## src/hw/rtl/sip_pkg.sv

```systemverilog
// Shared types and constants for the sector interleave position generator.
package sip_pkg;

   // Request beat: one track to lay out.
   typedef struct packed {
      logic [6:0] track_number;
      logic [5:0] sectors_in_track;
   } req_type;

   // Response beat: one placed sector.
   typedef struct packed {
      logic [4:0]  sector_order;
      logic [4:0]  slot_taken;
      logic [15:0] position;
      logic        last;
   } rsp_type;

   // Configuration register indexes.
   localparam logic CSR_MODE         = 1'b0;
   localparam logic CSR_SECTOR_BYTES = 1'b1;

   // Mode codes.
   localparam logic [1:0] MODE_AUTO       = 2'd0;
   localparam logic [1:0] MODE_FORCE_AUTO = 2'd1;
   localparam logic [1:0] MODE_NONE       = 2'd2;
   localparam logic [1:0] MODE_HALF_HD    = 2'd3;

   // Sector sizes that change the interleave.
   localparam logic [10:0] SECTOR_128 = 11'd128;
   localparam logic [10:0] SECTOR_256 = 11'd256;

   // Track skew (0.08 rev) and slot span (0.98 rev) in 1/65536 revolution.
   localparam logic [15:0] SKEW_PER_TRACK = 16'd5243;
   localparam logic [15:0] SPAN_NUM       = 16'd64225;

   // Interleave for 256-byte sectors: (15n + 17) / 18.
   localparam logic [4:0] IL256_MUL = 5'd15;
   localparam logic [4:0] IL256_ADD = 5'd17;
   localparam logic [4:0] IL256_DIV = 5'd18;

endpackage

```

## src/hw/rtl/sector_interleave_positions.sv

```systemverilog
// Top level: sector interleave and track skew position generator.
//
//   channel  dir  handshake              payload
//   req_     in   req_valid / req_stall  sip_pkg::req_type (track, sector count)
//   rsp_     out  rsp_valid / rsp_stall  sip_pkg::rsp_type (order, slot, position, last)
//   csr_     in   csr_valid / csr_ready  csr_index (0 mode, 1 sector_bytes), csr_data
//
// One shared restoring divider (one quotient bit per cycle, DVD_W = 16 + clog2(MAX_SECTORS)
// bits, 21 for the default) does all the divisions. A request is accepted, then one divider
// pass finds the interleave step; then for each sector a probe walks past taken slots, one
// divider pass finds the slot angle, and the output beat is held until the receiver takes it.
// Synchronous active-high reset returns to idle, mode auto and 128-byte sectors.
// req_stall is high from the accepted request until its last beat leaves; a stalled
// response holds its payload. A request of zero sectors gives no beats.
module sector_interleave_positions #(
   parameter int MAX_SECTORS = 32
) (
   input  logic                clock,
   input  logic                reset,
   // request channel
   input  logic                req_valid,
   output logic                req_stall,
   input  sip_pkg::req_type    req_data,
   // response channel
   output logic                rsp_valid,
   input  logic                rsp_stall,
   output sip_pkg::rsp_type    rsp_data,
   // configuration writes
   input  logic                csr_valid,
   output logic                csr_ready,
   input  logic                csr_index,
   input  logic [10:0]         csr_data
);
   import sip_pkg::*;

   // Slot index and sector count widths follow from the slot count.
   localparam int PTR_W = (MAX_SECTORS > 1) ? $clog2(MAX_SECTORS) : 1;
   localparam int CNT_W = $clog2(MAX_SECTORS + 1);
   // Divisor holds n or a constant of at most 18; dividend holds at most 64225 * slot.
   localparam int DVS_W = (CNT_W > 5) ? CNT_W : 5;
   localparam int DVD_W = 16 + PTR_W;
   localparam int BIT_W = $clog2(DVD_W + 1);

   typedef enum logic [4:0] {
      ST_IDLE  = 5'b00001,
      ST_STEP  = 5'b00010,
      ST_PROBE = 5'b00100,
      ST_POS   = 5'b01000,
      ST_OUT   = 5'b10000
   } state_type;

   state_type            state_ff, state_in;
   logic [1:0]           mode_ff, mode_in;
   logic [10:0]          bytes_ff, bytes_in;
   logic [MAX_SECTORS-1:0] used_ff, used_in;
   logic [CNT_W-1:0]     n_ff, n_in;
   logic [CNT_W-1:0]     cnt_ff, cnt_in;
   logic [CNT_W-1:0]     step_ff, step_in;
   logic [PTR_W-1:0]     ptr_ff, ptr_in;
   logic [15:0]          base_ff, base_in;
   logic [DVD_W-1:0]     quo_ff, quo_in;
   logic [DVS_W-1:0]     rem_ff, rem_in;
   logic [DVS_W-1:0]     dvs_ff, dvs_in;
   logic [BIT_W-1:0]     bit_ff, bit_in;
   rsp_type              rsp_ff, rsp_in;

   // Decode of an incoming request.
   logic [CNT_W-1:0]     n_sat;
   logic                 skew_en;
   logic [DVD_W-1:0]     step_dvd;
   logic [DVS_W-1:0]     step_dvs;
   logic [22:0]          skew_prod;

   // Shared divider datapath.
   logic [DVS_W:0]       rem_sh;
   logic                 div_ge;
   logic [DVS_W-1:0]     rem_nx;
   logic [DVD_W-1:0]     quo_nx;
   logic                 div_last;

   // Slot walk.
   logic [CNT_W:0]       ptr_adv;
   logic [CNT_W-1:0]     ptr_inc;
   logic [31:0]          ord_wide;
   logic [31:0]          slot_wide;

   assign req_stall = (state_ff != ST_IDLE);
   assign rsp_valid = (state_ff == ST_OUT);
   assign rsp_data  = rsp_ff;
   assign csr_ready = 1'b1;

   // Saturate the sector count to the slot map size.
   assign n_sat = (32'(req_data.sectors_in_track) > MAX_SECTORS) ?
                  CNT_W'(MAX_SECTORS) : CNT_W'(req_data.sectors_in_track);

   // Pick the interleave as a division job and decide on the skew.
   always_comb begin
      skew_en  = 1'b0;
      step_dvd = DVD_W'(1);
      step_dvs = DVS_W'(1);
      case (mode_ff)
         MODE_AUTO, MODE_FORCE_AUTO: begin
            if (bytes_ff == SECTOR_128) begin
               skew_en  = 1'b1;
               step_dvd = DVD_W'(n_sat) + DVD_W'(1);
               step_dvs = DVS_W'(2);
            end else if (bytes_ff == SECTOR_256) begin
               skew_en  = 1'b1;
               step_dvd = DVD_W'(IL256_MUL) * DVD_W'(n_sat) + DVD_W'(IL256_ADD);
               step_dvs = DVS_W'(IL256_DIV);
            end
         end
         MODE_NONE: begin
            skew_en = 1'b0;
         end
         MODE_HALF_HD: begin
            skew_en  = 1'b1;
            step_dvd = DVD_W'(n_sat) + DVD_W'(1);
            step_dvs = DVS_W'(2);
         end
         default: begin
            skew_en = 1'b0;
         end
      endcase
   end

   assign skew_prod = 23'(SKEW_PER_TRACK) * 23'(req_data.track_number);

   // One restoring step: shift in the next dividend bit, subtract if it fits.
   assign rem_sh   = {rem_ff, quo_ff[DVD_W-1]};
   assign div_ge   = (rem_sh >= {1'b0, dvs_ff});
   assign rem_nx   = div_ge ? DVS_W'(rem_sh - {1'b0, dvs_ff}) : DVS_W'(rem_sh);
   assign quo_nx   = {quo_ff[DVD_W-2:0], div_ge};
   assign div_last = (bit_ff == BIT_W'(1));

   // Next slot after a collision and after a placed sector, both wrapping at n.
   assign ptr_inc = CNT_W'(ptr_ff) + CNT_W'(1);
   always_comb begin
      ptr_adv = (CNT_W+1)'(ptr_ff) + (CNT_W+1)'(step_ff);
      if (ptr_adv >= (CNT_W+1)'(n_ff)) begin
         ptr_adv = ptr_adv - (CNT_W+1)'(n_ff);
      end
   end

   assign ord_wide  = 32'(cnt_ff);
   assign slot_wide = 32'(ptr_ff);

   always_comb begin
      state_in = state_ff;
      mode_in  = mode_ff;
      bytes_in = bytes_ff;
      used_in  = used_ff;
      n_in     = n_ff;
      cnt_in   = cnt_ff;
      step_in  = step_ff;
      ptr_in   = ptr_ff;
      base_in  = base_ff;
      quo_in   = quo_ff;
      rem_in   = rem_ff;
      dvs_in   = dvs_ff;
      bit_in   = bit_ff;
      rsp_in   = rsp_ff;

      // Register writes must arrive only while idle; the block itself does not enforce this.
      if (csr_valid && csr_ready) begin
         if (csr_index == CSR_MODE) begin
            mode_in = csr_data[1:0];
         end else if (csr_index == CSR_SECTOR_BYTES) begin
            bytes_in = csr_data;
         end
      end

      case (state_ff)
         ST_IDLE: begin
            if (req_valid) begin
               // Clear the slot map and start the interleave division.
               used_in = '0;
               ptr_in  = '0;
               cnt_in  = '0;
               n_in    = n_sat;
               base_in = skew_en ? skew_prod[15:0] : 16'd0;
               quo_in  = step_dvd;
               rem_in  = '0;
               dvs_in  = step_dvs;
               bit_in  = BIT_W'(DVD_W);
               if (n_sat != '0) begin
                  state_in = ST_STEP;
               end
            end
         end
         ST_STEP: begin
            quo_in = quo_nx;
            rem_in = rem_nx;
            bit_in = bit_ff - BIT_W'(1);
            if (div_last) begin
               // Step never exceeds n; a step of n wraps to zero.
               step_in  = (quo_nx >= DVD_W'(n_ff)) ? '0 : CNT_W'(quo_nx);
               state_in = ST_PROBE;
            end
         end
         ST_PROBE: begin
            if (used_ff[ptr_ff]) begin
               ptr_in = (ptr_inc == n_ff) ? '0 : PTR_W'(ptr_inc);
            end else begin
               // Claim the slot and divide 64225 * slot by n.
               used_in[ptr_ff] = 1'b1;
               quo_in   = DVD_W'(SPAN_NUM) * DVD_W'(ptr_ff);
               rem_in   = '0;
               dvs_in   = DVS_W'(n_ff);
               bit_in   = BIT_W'(DVD_W);
               state_in = ST_POS;
            end
         end
         ST_POS: begin
            quo_in = quo_nx;
            rem_in = rem_nx;
            bit_in = bit_ff - BIT_W'(1);
            if (div_last) begin
               rsp_in.sector_order = ord_wide[4:0];
               rsp_in.slot_taken   = slot_wide[4:0];
               rsp_in.position     = base_ff + quo_nx[15:0];
               rsp_in.last         = (cnt_ff == n_ff - CNT_W'(1));
               state_in            = ST_OUT;
            end
         end
         ST_OUT: begin
            // Hold the beat until taken, then advance to the next sector.
            if (!rsp_stall) begin
               if (rsp_ff.last) begin
                  state_in = ST_IDLE;
               end else begin
                  cnt_in   = cnt_ff + CNT_W'(1);
                  ptr_in   = PTR_W'(ptr_adv);
                  state_in = ST_PROBE;
               end
            end
         end
         default: begin
            state_in = ST_IDLE;
         end
      endcase
   end

   always_ff @(posedge clock) begin
      if (reset) begin
         state_ff <= ST_IDLE;
         mode_ff  <= MODE_AUTO;
         bytes_ff <= SECTOR_128;
         used_ff  <= '0;
         n_ff     <= '0;
         cnt_ff   <= '0;
         step_ff  <= '0;
         ptr_ff   <= '0;
         bit_ff   <= '0;
      end else begin
         state_ff <= state_in;
         mode_ff  <= mode_in;
         bytes_ff <= bytes_in;
         used_ff  <= used_in;
         n_ff     <= n_in;
         cnt_ff   <= cnt_in;
         step_ff  <= step_in;
         ptr_ff   <= ptr_in;
         bit_ff   <= bit_in;
      end
   end

   always_ff @(posedge clock) begin
      base_ff <= base_in;
      quo_ff  <= quo_in;
      rem_ff  <= rem_in;
      dvs_ff  <= dvs_in;
      rsp_ff  <= rsp_in;
   end

   // A nonempty request locks out the next one.
   a_busy_after_accept: assert property (@(posedge clock) disable iff (reset)
      req_valid && !req_stall && req_data.sectors_in_track != '0 |=> req_stall)
      else $error("request accepted without going busy");

   // The final beat leaving frees the request side.
   a_idle_after_last: assert property (@(posedge clock) disable iff (reset)
      rsp_valid && !rsp_stall && rsp_data.last |=> !req_stall)
      else $error("not idle after last beat");

   // An emitted slot lies inside the track and is marked taken.
   a_slot_in_range: assert property (@(posedge clock) disable iff (reset)
      state_ff == ST_OUT |-> CNT_W'(ptr_ff) < n_ff && used_ff[ptr_ff])
      else $error("emitted slot out of range or not claimed");

   // Partial remainder stays below the divisor.
   a_rem_bound: assert property (@(posedge clock) disable iff (reset)
      state_ff == ST_STEP || state_ff == ST_POS |-> rem_ff < dvs_ff)
      else $error("divider remainder out of bound");

endmodule
```

## config.mk

```make
export PLATFORM = sky130hd
export DESIGN_NAME = sector_interleave_positions
export DESIGN_NICKNAME = d
export VERILOG_FILES = /design/src/hw/rtl/sip_pkg.sv /design/src/hw/rtl/sector_interleave_positions.sv
export SDC_FILE = /design/constraint.sdc
export NUM_CORES = 1
export LEC_CHECK = 0
export BUFFER_PORTS_ARGS = -buffer_cell sky130_fd_sc_hd__buf_2
export CORE_ASPECT_RATIO = 1.2
export CORE_MARGIN = 2
export CORE_UTILIZATION = 55
export CTS_CLUSTER_DIAMETER = 80
export DETAILED_ROUTE_END_ITERATION = 10
export GPL_TIMING_DRIVEN = 0
export PLACE_DENSITY = 0.74
export REMOVE_ABC_BUFFERS = 1
export SLEW_MARGIN = 30
export SYNTH_ARGS = -nofsm -noshare
export SYNTH_HDL_FRONTEND = slang
export SYNTH_SLANG_ARGS = --single-unit
export TNS_END_PERCENT = 5
```

## constraint.sdc

```tcl
create_clock -name clock -period 5.4 [get_ports clock]
set_input_delay 1.08 -clock clock [delete_from_list [all_inputs] [get_ports clock]]
set_output_delay 1.08 -clock clock [all_outputs]
set_load 0.1 [all_outputs]
```

## Yosys cells after proc, flatten, opt, wreduce, memory -nomap -nowiden

Index checks and enable logic that the tools add are counted.

- Input port bits: 30
- Logic and storage cells: 128
- Bits in registers: 154
- Output and inout port bits: 30

- Add/subtract/negate cells: 10
- $mul: 3
- Equal/unequal tests: 22
- Magnitude comparators: 6
- Reduce and logical (&&, ||, !) cells: 19
- Mux-type cells: 49
- Bitwise gates (word level): 2

Operators by type and width:

| cell | number |
|---|---|
| 5-bit 2-to-1 mux | 16 |
| 32-bit 2-to-1 mux | 2 |
| 32-bit one-hot mux with 2 select lines | 1 |
| 21-bit one-hot mux with 3 select lines | 1 |
| 6-bit 2-to-1 mux | 9 |
| 21-bit 2-to-1 mux | 2 |
| 32-bit bitwise OR | 1 |
| 5-bit one-hot mux with 3 select lines | 2 |
| 5-bit one-hot mux with 5 select lines | 1 |
| 6-bit one-hot mux with 2 select lines | 2 |
| 11-bit 2-to-1 mux | 2 |
| 11-bit one-hot mux with 2 select lines | 1 |
| 21-bit by 6-bit greater-or-equal comparator with 1-bit output | 1 |
| 16-bit by 5-bit multiplier with 21-bit output (first input constant) | 1 |
| 6-bit one-hot mux with 3 select lines | 1 |
| 16-bit adder | 1 |
| 13-bit by 7-bit multiplier with 16-bit output (first input constant) | 1 |
| 2-bit inequality test (second input constant) | 8 |
| 7-bit by 6-bit greater-or-equal comparator with 1-bit output | 2 |
| 6-bit equality test | 2 |
| 10-bit by 5-bit adder with 11-bit output (second input constant) | 1 |
| 11-bit by 8-bit equality test with 1-bit output (second input constant) | 1 |
| 11-bit by 9-bit equality test with 1-bit output (second input constant) | 1 |
| 5-bit by 1-bit equality test with 1-bit output (second input constant) | 2 |
| 37 further kinds | 49 |

## Longest topological paths before layout

Gate-level depths: netlist of run 1.

- Depth after elaboration: 9
- Mapped depth: 18
- Mapped depth without buffers: 18

## Least setup slack after synthesis of run 1

No wires, ideal clock.

- Path type: in2reg
- From: input port req_data[5] (netlist name)
- To: register quo_ff[9] (data pin)
- Path buffers: 1
- Setup time: 261 ps
- Required time: 5139 ps
- Path slack: 497 ps
- Stages: 14
- Arrival time: 4642 ps
- Cells stage by stage: clkbuf_1 -> nand2b_1 -> fa_1 -> xnor2_1 -> ha_1 -> or2_2 -> fa_1 -> ha_1 -> a21oi_1 -> o21bai_1 -> a2111oi_0 -> a211oi_1 -> xor2_1 -> a221o_1

- Longest elaborated chain between the ends: 9

Ends and longest elaborated chain:

| element | RTL line | source |
|---|---|---|
| start, declared | sector_interleave_positions.sv:23 | `input sip_pkg::req_type req_data,` |
| 6-bit greater-than comparator | sector_interleave_positions.sv:93 | `assign n_sat = (32'(req_data.sectors_in_track) > MAX_SECTORS) ?` |
| 6-bit 2-to-1 mux (*) | sector_interleave_positions.sv:93 |  |
| 4-bit by 6-bit multiplier with 10-bit output (*) | sector_interleave_positions.sv:109 | `step_dvd = DVD_W'(IL256_MUL) * DVD_W'(n_sat) + DVD_W'(IL256_ADD);` |
| 10-bit by 5-bit adder with 11-bit output (*) | sector_interleave_positions.sv:109 |  |
| 11-bit 2-to-1 mux (*) | sector_interleave_positions.sv:107 | `end else if (bytes_ff == SECTOR_256) begin` |
| 11-bit 2-to-1 mux (*) | sector_interleave_positions.sv:103 | `if (bytes_ff == SECTOR_128) begin` |
| 11-bit one-hot mux with 2 select lines (*) | sector_interleave_positions.sv:101 | `case (mode_ff)` |
| 21-bit 2-to-1 mux (*) | sector_interleave_positions.sv:175 | `if (req_valid) begin` |
| 21-bit one-hot mux with 3 select lines (*) | sector_interleave_positions.sv:173 | `case (state_ff)` |
| net quo_in[9] | sector_interleave_positions.sv:61 | `logic [DVD_W-1:0] quo_ff, quo_in;` |
| end signal, assigned | sector_interleave_positions.sv:270 | `quo_ff <= quo_in;` |
| end, declared | sector_interleave_positions.sv:61 |  |

Mark *: on every way through the listed nets, which the timed path passes. The rest lies on a longest branch. The select of a mux whose other input is x is not followed.
A chain may end at the register's enable or synchronous reset.

## Worst setup path after layout of run 1

- From: input port req_data[7] (netlist name)
- To: register base_ff[15] (data pin)

- Longest elaborated chain between the ends: 1

Ends and longest elaborated chain:

| element | RTL line | source |
|---|---|---|
| 13-bit by 7-bit multiplier with 16-bit output | sector_interleave_positions.sv:127 | `assign skew_prod = 23'(SKEW_PER_TRACK) * 23'(req_data.track_number);` |
| end signal, assigned | sector_interleave_positions.sv:269 | `base_ff <= base_in;` |
| end, declared | sector_interleave_positions.sv:60 | `logic [15:0] base_ff, base_in;` |

Every way passes these cells.

==> impl_summary.log, run 1 <==
INFO  metric async_flop_share = 0%
INFO  metric hold_buffers = 0
INFO  metric final_max_slew_viol_count = 0
INFO  metric final_net_count = 1439
INFO  metric dominantRegCellSynth = dfxtp_1
INFO  metric gp_congestion = 0.889
INFO  metric achievable-frequency = 0.196 GHz
INFO  metric outcome = finished, final reports clean
INFO  metric worstSetupStartpointType = primary input
INFO  metric cts_buffers = 17
INFO  metric netlist_top_cells_count = 144 x ha_1, 118 x nor2_1, 112 x inv_1
INFO  metric finalCritPeriodShare = 94.3%
INFO  metric synth.top_cells.by_area = edfxtp_1 20%, ha_1 16%, dfxtp_1 14%
INFO  metric synth_cells = 1184
INFO  metric cts_sink_cnt = 154
INFO  metric cp.arrival = 5.25 ns
INFO  metric clk_latency = 0.43 ns
INFO  metric clock_skew = 0.0121 ns
INFO  metric layout-area-overhead-vs-synth = 10.0%
INFO  metric vias = 8664
INFO  metric placementRows = 57
INFO  metric buffer_ports.inserted = 58
INFO  metric wirelength_per_cell = 16.4 µm
INFO  metric synth_cell_type_count = 71
INFO  metric power_density = 418 mW/mm²
INFO  metric synth.yosys.warnings = 0
INFO  metric first_global_vias = 8382
INFO  metric ctsLongestPathBuffers = 2
INFO  metric post_cts.repair.setup_buffers = 0
INFO  metric initial_core_util = 56.1%
INFO  metric synth.top_cell.area_share = 20.1%
INFO  metric static-leakage-power = 5.45 nW
INFO  metric clock_tree.root_cell = clkbuf_16
INFO  metric worst_pin_slew = 0.929 ns
INFO  metric htreeDepth = 4
INFO  metric synth_seq_area_share = 33.8%
INFO  metric ys_seq_elements = 154
INFO  metric netlist_area = 0.0114 mm²
INFO  metric clk_pin_slew = 0.07 ns
INFO  metric finalWirelength = 24700 µm
INFO  metric post-route-drc-count = 0
INFO  metric drt_iter0_drc = 566
INFO  metric antenna_found_initial = 0
INFO  metric path_max_fanout = 5
INFO  metric number_of_enable_type_register_cells_in_the_synthesized_netlist = 76
INFO  metric crit_path_end_kind = register
INFO  metric slew_headroom = 38.0%
INFO  metric gr-total-overflow = 0
INFO  metric layout_min_cycle_time = 5.09 ns
INFO  metric syn_avg_cell_area = 9.60 µm²
INFO  metric die_w = 135 µm
INFO  metric setup_total_negative_slack = 0 ns
INFO  metric rsz0062_at_grt = no
INFO  metric antenna_cells_inserted = 0
INFO  metric core_region_area = 0.0203 mm²
INFO  metric finalHoldViolCount = 0
INFO  metric grt_max_degree = 42
INFO  metric antenna_violating_nets_post_route = 0
INFO  metric post_cts_resized = 0
INFO  metric path_class = in2reg
INFO  metric tritoncts = yes
INFO  metric die_area = 0.0218 mm²
INFO  metric num_io_pins = 60
INFO  metric drv.max_cap_violation_count = 0
INFO  metric drt-pass1-iter-count = 8
INFO  metric synth_largest_area_cell = edfxtp_1
INFO  metric fp.dieH = 162 µm
INFO  metric power = 5.23 mW
INFO  metric first_pass_grt_wire_length = 40600 µm
INFO  metric gr-usage-all-layers = 23.3%
INFO  metric route.detailed.vias_per_inst = 5.77
INFO  metric synth.most_common_cell = ha_1
INFO  metric irDropWorstVdd = 0.000223 V
INFO  metric critical_path_required = 5.56 ns
INFO  metric final_layout_size_suffix_gt1_share = 9.54%
INFO  metric detailedPlacementHpwl = 18800 µm
INFO  metric min-delay-path-class = reg2reg
INFO  metric setup_viol = 0
[final timing paths]
kind | start | end | slack, ns | depth (start not counted)
worst max-delay path | req_data[7] | base_ff[15] | 0.31 | 17
worst min-delay path | bytes_ff[1] | bytes_ff[1] | 0.46 | 2
worst max register to register | ptr_ff[3] | quo_ff[20] | 0.96 | 13
worst min register to register | bytes_ff[1] | bytes_ff[1] | 0.46 | 2
[cells by family (layout without fill, tap and decap cells)]
kind of cell    after synthesis  in the layout  synth area share [%]
mux                          32             32                  3.39
xor+xnor                     82             82                  6.32
flops                       154            154                  33.8
other cells                   2              2                0.0661
compound gates              260            260                  14.8
buf+inv                     154            207                  5.39
simple gates                315            315                  13.1
fa+ha+maj                   185            185                  23.1
[report_power, final]
group          leakage [nW]  switching [mW]  internal (mW)
sequential             1.35           0.192           1.52
clock                 0.283           0.556          0.620
combinational          3.82            1.39          0.954
[cell type report]
| class | instances | area (µm²) |
|---|---|---|
| clock buffer | 18 | 429 |
| fill | 1696 | 7740 |
| clock inverter | 14 | 149 |
| multi-input combinational | 876 | 6940 |
| tap | 265 | 332 |
| timing repair buffer | 62 | 388 |
| sequential | 154 | 3850 |
| inverter | 113 | 424 |
[state kept, by name, indices dropped and copies added, names as in the netlist]
signal / cells
bytes_ff: 11
cnt_ff: 6
mode_ff: 2
ptr_ff: 5
rem_ff: 6
used_ff: 32
dvs_ff: 6
rsp_data: 27
n_ff: 6
base_ff: 16
state_ff: 5
step_ff: 6
quo_ff: 21
bit_ff: 5
[worst max-delay path, cell delays in order]
cell and delay [ns]:
buf_2 0.17, inv_1 0.08, fa_1 0.53, inv_1 0.07
fa_1 0.50, inv_1 0.07, fa_1 0.53, inv_1 0.06
fa_1 0.45, ha_1 0.33, nand2_1 0.05, o21ai_0 0.37
nand3_1 0.17, a21boi_0 0.38, o22ai_1 0.17, xnor2_1 0.20
nor2_1 0.05
[stage by stage]
step           std cells  hold slack [ns]  setup slack [ns]  util [%]  area, µm²
2_1_floorplan       1143            0.430             0.525         -      11200
3_3_place_gp        1466            0.441           -0.0356      58.3      11800
3_5_place_dp        1470            0.448            -0.152      58.9      11900
4_1_cts             1502            0.458             0.288      61.7      12500
5_1_grt             1502            0.480            0.0995      61.8      12500
6_report            1502            0.456             0.306      61.8      12500
[cells in the final DEF (no fill, tap or decap), types with 19 or more instances in the layout]
cell type  synthesis  routed
xor2_1            37      37
mux2i_1           25      25
xnor2_1           45      45
o21ai_0           55      55
fa_1              41      41
dfxtp_1           78      76
buf_2              4      58
nand2_1           66      66
a21o_1            21      21
inv_1            112     112
nor2b_1           19      19
ha_1             144     144
a21oi_1           65      65
nor2_1           118     117
nand3_1           24      23
edfxtp_1          76      76
nor3_1            19      19
a31oi_1           36      36
[layer usage]
| layer | part of all wire [%] | wire [µm] | GRT usage (%) |
|---|---|---|---|
| met1 | 44 | 10900 | 30.0 |
| met2 | 51 | 12500 | 40.9 |
| met3 | 3.7 | 916 | 3.39 |
| met4 | 1.6 | 407 | 6.34 |
| met5 | 0 | 0 | 0 |
No activity file was read; power rests on OpenSTA's default activity.
==> run 2: changes to the inputs <==
CORE_ASPECT_RATIO = not set   (was 1.2)
==> impl_summary.log, run 2 (synthesis gave the netlist of run 1 again) <==
INFO  metric cts_buffers = 17 (unchanged)
INFO  metric pwr-share-seq = 33.0% (+0.2 points)
INFO  metric clk_latency = 0.43 ns (about the same)
INFO  metric path_max_fanout = 5 (unchanged)
INFO  metric gp_congestion = 0.891 (+0.20%)
INFO  metric tritoncts = yes
INFO  metric vias = 8686 (+0.25%)
INFO  metric largest_register_ff_count = 32 (unchanged)
INFO  metric antenna_violating_nets_post_route = 0 (unchanged)
INFO  metric layout-area-overhead-vs-synth = 9.87%
INFO  metric critical_path_required = 5.55 ns (about the same)
INFO  metric irDropWorstVdd = 0.000206 V (-7.4%)
INFO  metric layout_commonest_cell = ha_1
INFO  metric ctsLongestPathBuffers = 2 (unchanged)
INFO  metric num_io_pins = 60 (unchanged)
INFO  metric min-delay-path-class = reg2reg
INFO  metric net-switching-power = 2.11 mW (-1.3%)
INFO  metric first_pass_grt_wire_length = 41400 µm (+2.0%)
INFO  metric final_max_slew_viol_count = 0 (unchanged)
INFO  metric antenna_found_initial = 0 (unchanged)
INFO  metric setup_viol = 0 (unchanged)
INFO  metric p_clk_share = 21.8% (-0.7 points)
INFO  metric clock_skew = 0.00878 ns (-0.00332 ns)
INFO  metric post_dp_cell_area = 0.0119 mm² (about the same)
INFO  metric finish.instance_area = 0.0125 mm² (-0.15%)
INFO  metric final_layout_size_suffix_gt1_share = 9.54% (unchanged)
INFO  metric drt_iter0_drc = 529 (-6.5%)
INFO  metric finalNonFillerCells = 1507 (+0.33%)
INFO  metric buffer_ports.inserted = 58 (unchanged)
INFO  metric wirelength_per_cell = 16.6 µm (+1.3%)
INFO  metric place_inst = 1475 (+0.34%)
INFO  metric slowest_stage_delay_on_critical_path = 0.53 ns (about the same)
INFO  metric route.detailed.vias_per_inst = 5.76 (about the same)
INFO  metric drv.max_cap_violation_count = 0 (unchanged)
INFO  metric slew_headroom = 40.9% (+2.9 points)
INFO  metric internal_pwr_total = 3.09 mW (about the same)
INFO  metric rsz0062_at_grt = no
INFO  metric fin_ws = 0.412 ns (+0.106 ns)
INFO  metric gr-total-overflow = 0 (unchanged)
INFO  metric cts_sink_cnt = 154 (unchanged)
INFO  metric post_cts_resized = 0 (unchanged)
INFO  metric top_register = used_ff
INFO  metric die_w = 148 µm (+9.3%)
INFO  metric static-leakage-power = 5.44 nW (-0.17%)
INFO  metric layout_min_cycle_time = 4.99 ns (-0.106 ns)
INFO  metric gr-usage-all-layers = 23.7% (+0.45 points)
INFO  metric drt-pass1-iter-count = 5 (-3)
INFO  metric p_sw_share = 40.5% (-0.30 points)
INFO  metric power_density = 416 mW/mm² (-0.44%)
INFO  metric achievable-frequency = 0.200 GHz (+2.1%)
INFO  metric placement.setup.worst_slack = -0.0275 ns (+0.124 ns)
INFO  metric clk_pin_slew = 0.07 ns (about the same)
INFO  metric worst_path_max_delay_cell = fa_1
INFO  metric share_comb_of_total_power = 45.2% (+0.4 points)
INFO  metric worst_pin_slew = 0.886 ns (-0.0430 ns)
INFO  metric post_cts.repair.setup_buffers = 0 (unchanged)
INFO  metric finalCritPeriodShare = 92.4% (-2.0 points)
INFO  metric detailedPlacementHpwl = 18800 µm (+0.24%)
INFO  metric first_global_vias = 8359 (-0.27%)
INFO  metric worstSetupStartpointType = primary input
INFO  metric fillCellCount = 1716 (+1.2%)
INFO  metric grt_max_degree = 42 (unchanged)
INFO  metric finalHoldViolCount = 0 (unchanged)
INFO  metric antenna_cells_inserted = 0 (unchanged)
INFO  metric outcome = finished, final reports clean
INFO  metric die_area = 0.0218 mm² (about the same)
INFO  metric cp.arrival = 5.14 ns (-0.11 ns)
INFO  metric post-route-drc-count = 0 (unchanged)
INFO  metric initial_core_util = 56.2% (about the same)
INFO  metric timing.critical_path.cells = buf_2 -> inv_1 -> fa_1 -> inv_1 -> fa_1 -> inv_1 -> fa_1 -> inv_1 -> fa_1 -> ha_1 -> nand2_1 -> o21ai_0 -> nand3_1 -> a21boi_0 -> o22ai_1 -> xnor2_1 -> nor2_1
INFO  metric clock_tree.root_cell = clkbuf_16
INFO  metric commonest_non_fill_non_tap_cells_in_the_layout = 144 x ha_1, 117 x nor2_1, 112 x inv_1, 76 x edfxtp_1, 76 x dfxtp_1
INFO  metric core_region_area = 0.0202 mm² (about the same)
INFO  metric hold_buffers = 0 (unchanged)
INFO  metric finalWirelength = 25100 µm (+1.6%)
INFO  metric htreeDepth = 4 (unchanged)
INFO  metric placementRows = 52 (-8.8%)
INFO  metric crit_path_end_kind = register
INFO  metric final_net_count = 1439 (unchanged)
INFO  metric path_class = in2reg
INFO  metric fp.dieH = 148 µm (-8.5%)
## run 2: cell count changes in the layout (fill, tap and decap cells not counted), moves of 2 or more
cell and change:
inv_8 -3, inv_4 +2, clkinv_8 -2, clkinv_4 +2
## run 2: final timing paths
path               startpoint     endpoint  slack (ns)  cells past startpoint
setup / recovery  req_data[7]  base_ff[15]        0.41                     17
hold / removal    bytes_ff[1]  bytes_ff[1]        0.46                      2
setup reg to reg    ptr_ff[3]   quo_ff[19]        0.94                     13
hold reg to reg   bytes_ff[1]  bytes_ff[1]        0.46                      2
## run 2: layout make-up
type,instances,area [µm²],area share (%)
clock buffers,19,443,3.55
clock inverters,13,105,0.841
inverters,113,424,3.40
multi-input cells,876,6940,55.6
flip-flops and latches,154,3850,30.8
well taps,270,338,2.70
repair buffers,62,393,3.15
## run 2: power groups by stage
| stage | combinational, mW | clock [mW] | sequential (mW) |
|---|---|---|---|
| global placement | 2.23 | 0 | 1.73 |
| global route | 2.64 | 1.20 | 1.74 |
| detailed placement | 2.32 | 0 | 1.74 |
| CTS | 2.34 | 1.15 | 1.71 |
| finish | 2.35 | 1.13 | 1.71 |
| floorplan | 1.79 | 0 | 1.66 |
## run 2: layer usage
metal,share of wire (%),GRT usage (%)
met1,45,32.1
met2,48,39.2
met3,5.3,4.04
met4,2.2,7.36
met5,0,0
## run 2: through the flow
step	power [mW]	TNS (ns)	utilization [%]	hold WS, ns
6_report	5.20	0	61.7	0.457
5_1_grt	5.58	0	61.7	0.476
4_1_cts	5.21	0	61.7	0.459
3_5_place_dp	4.05	-0.0275	59.0	0.449
3_3_place_gp	3.96	0	58.4	0.443
2_1_floorplan	3.45	0	-	0.430
## run 2: worst max-delay path: cells and delay by family
| kind | cells | cell delay (ns) |
|---|---|---|
| adders and majority gates | 5 | 2.34 |
| xor gates and xnor gates | 1 | 0.17 |
| and+or+nand+nor | 3 | 0.26 |
| AOI/OAI and AO/OA | 3 | 0.86 |
| buffers and inverters | 5 | 0.42 |
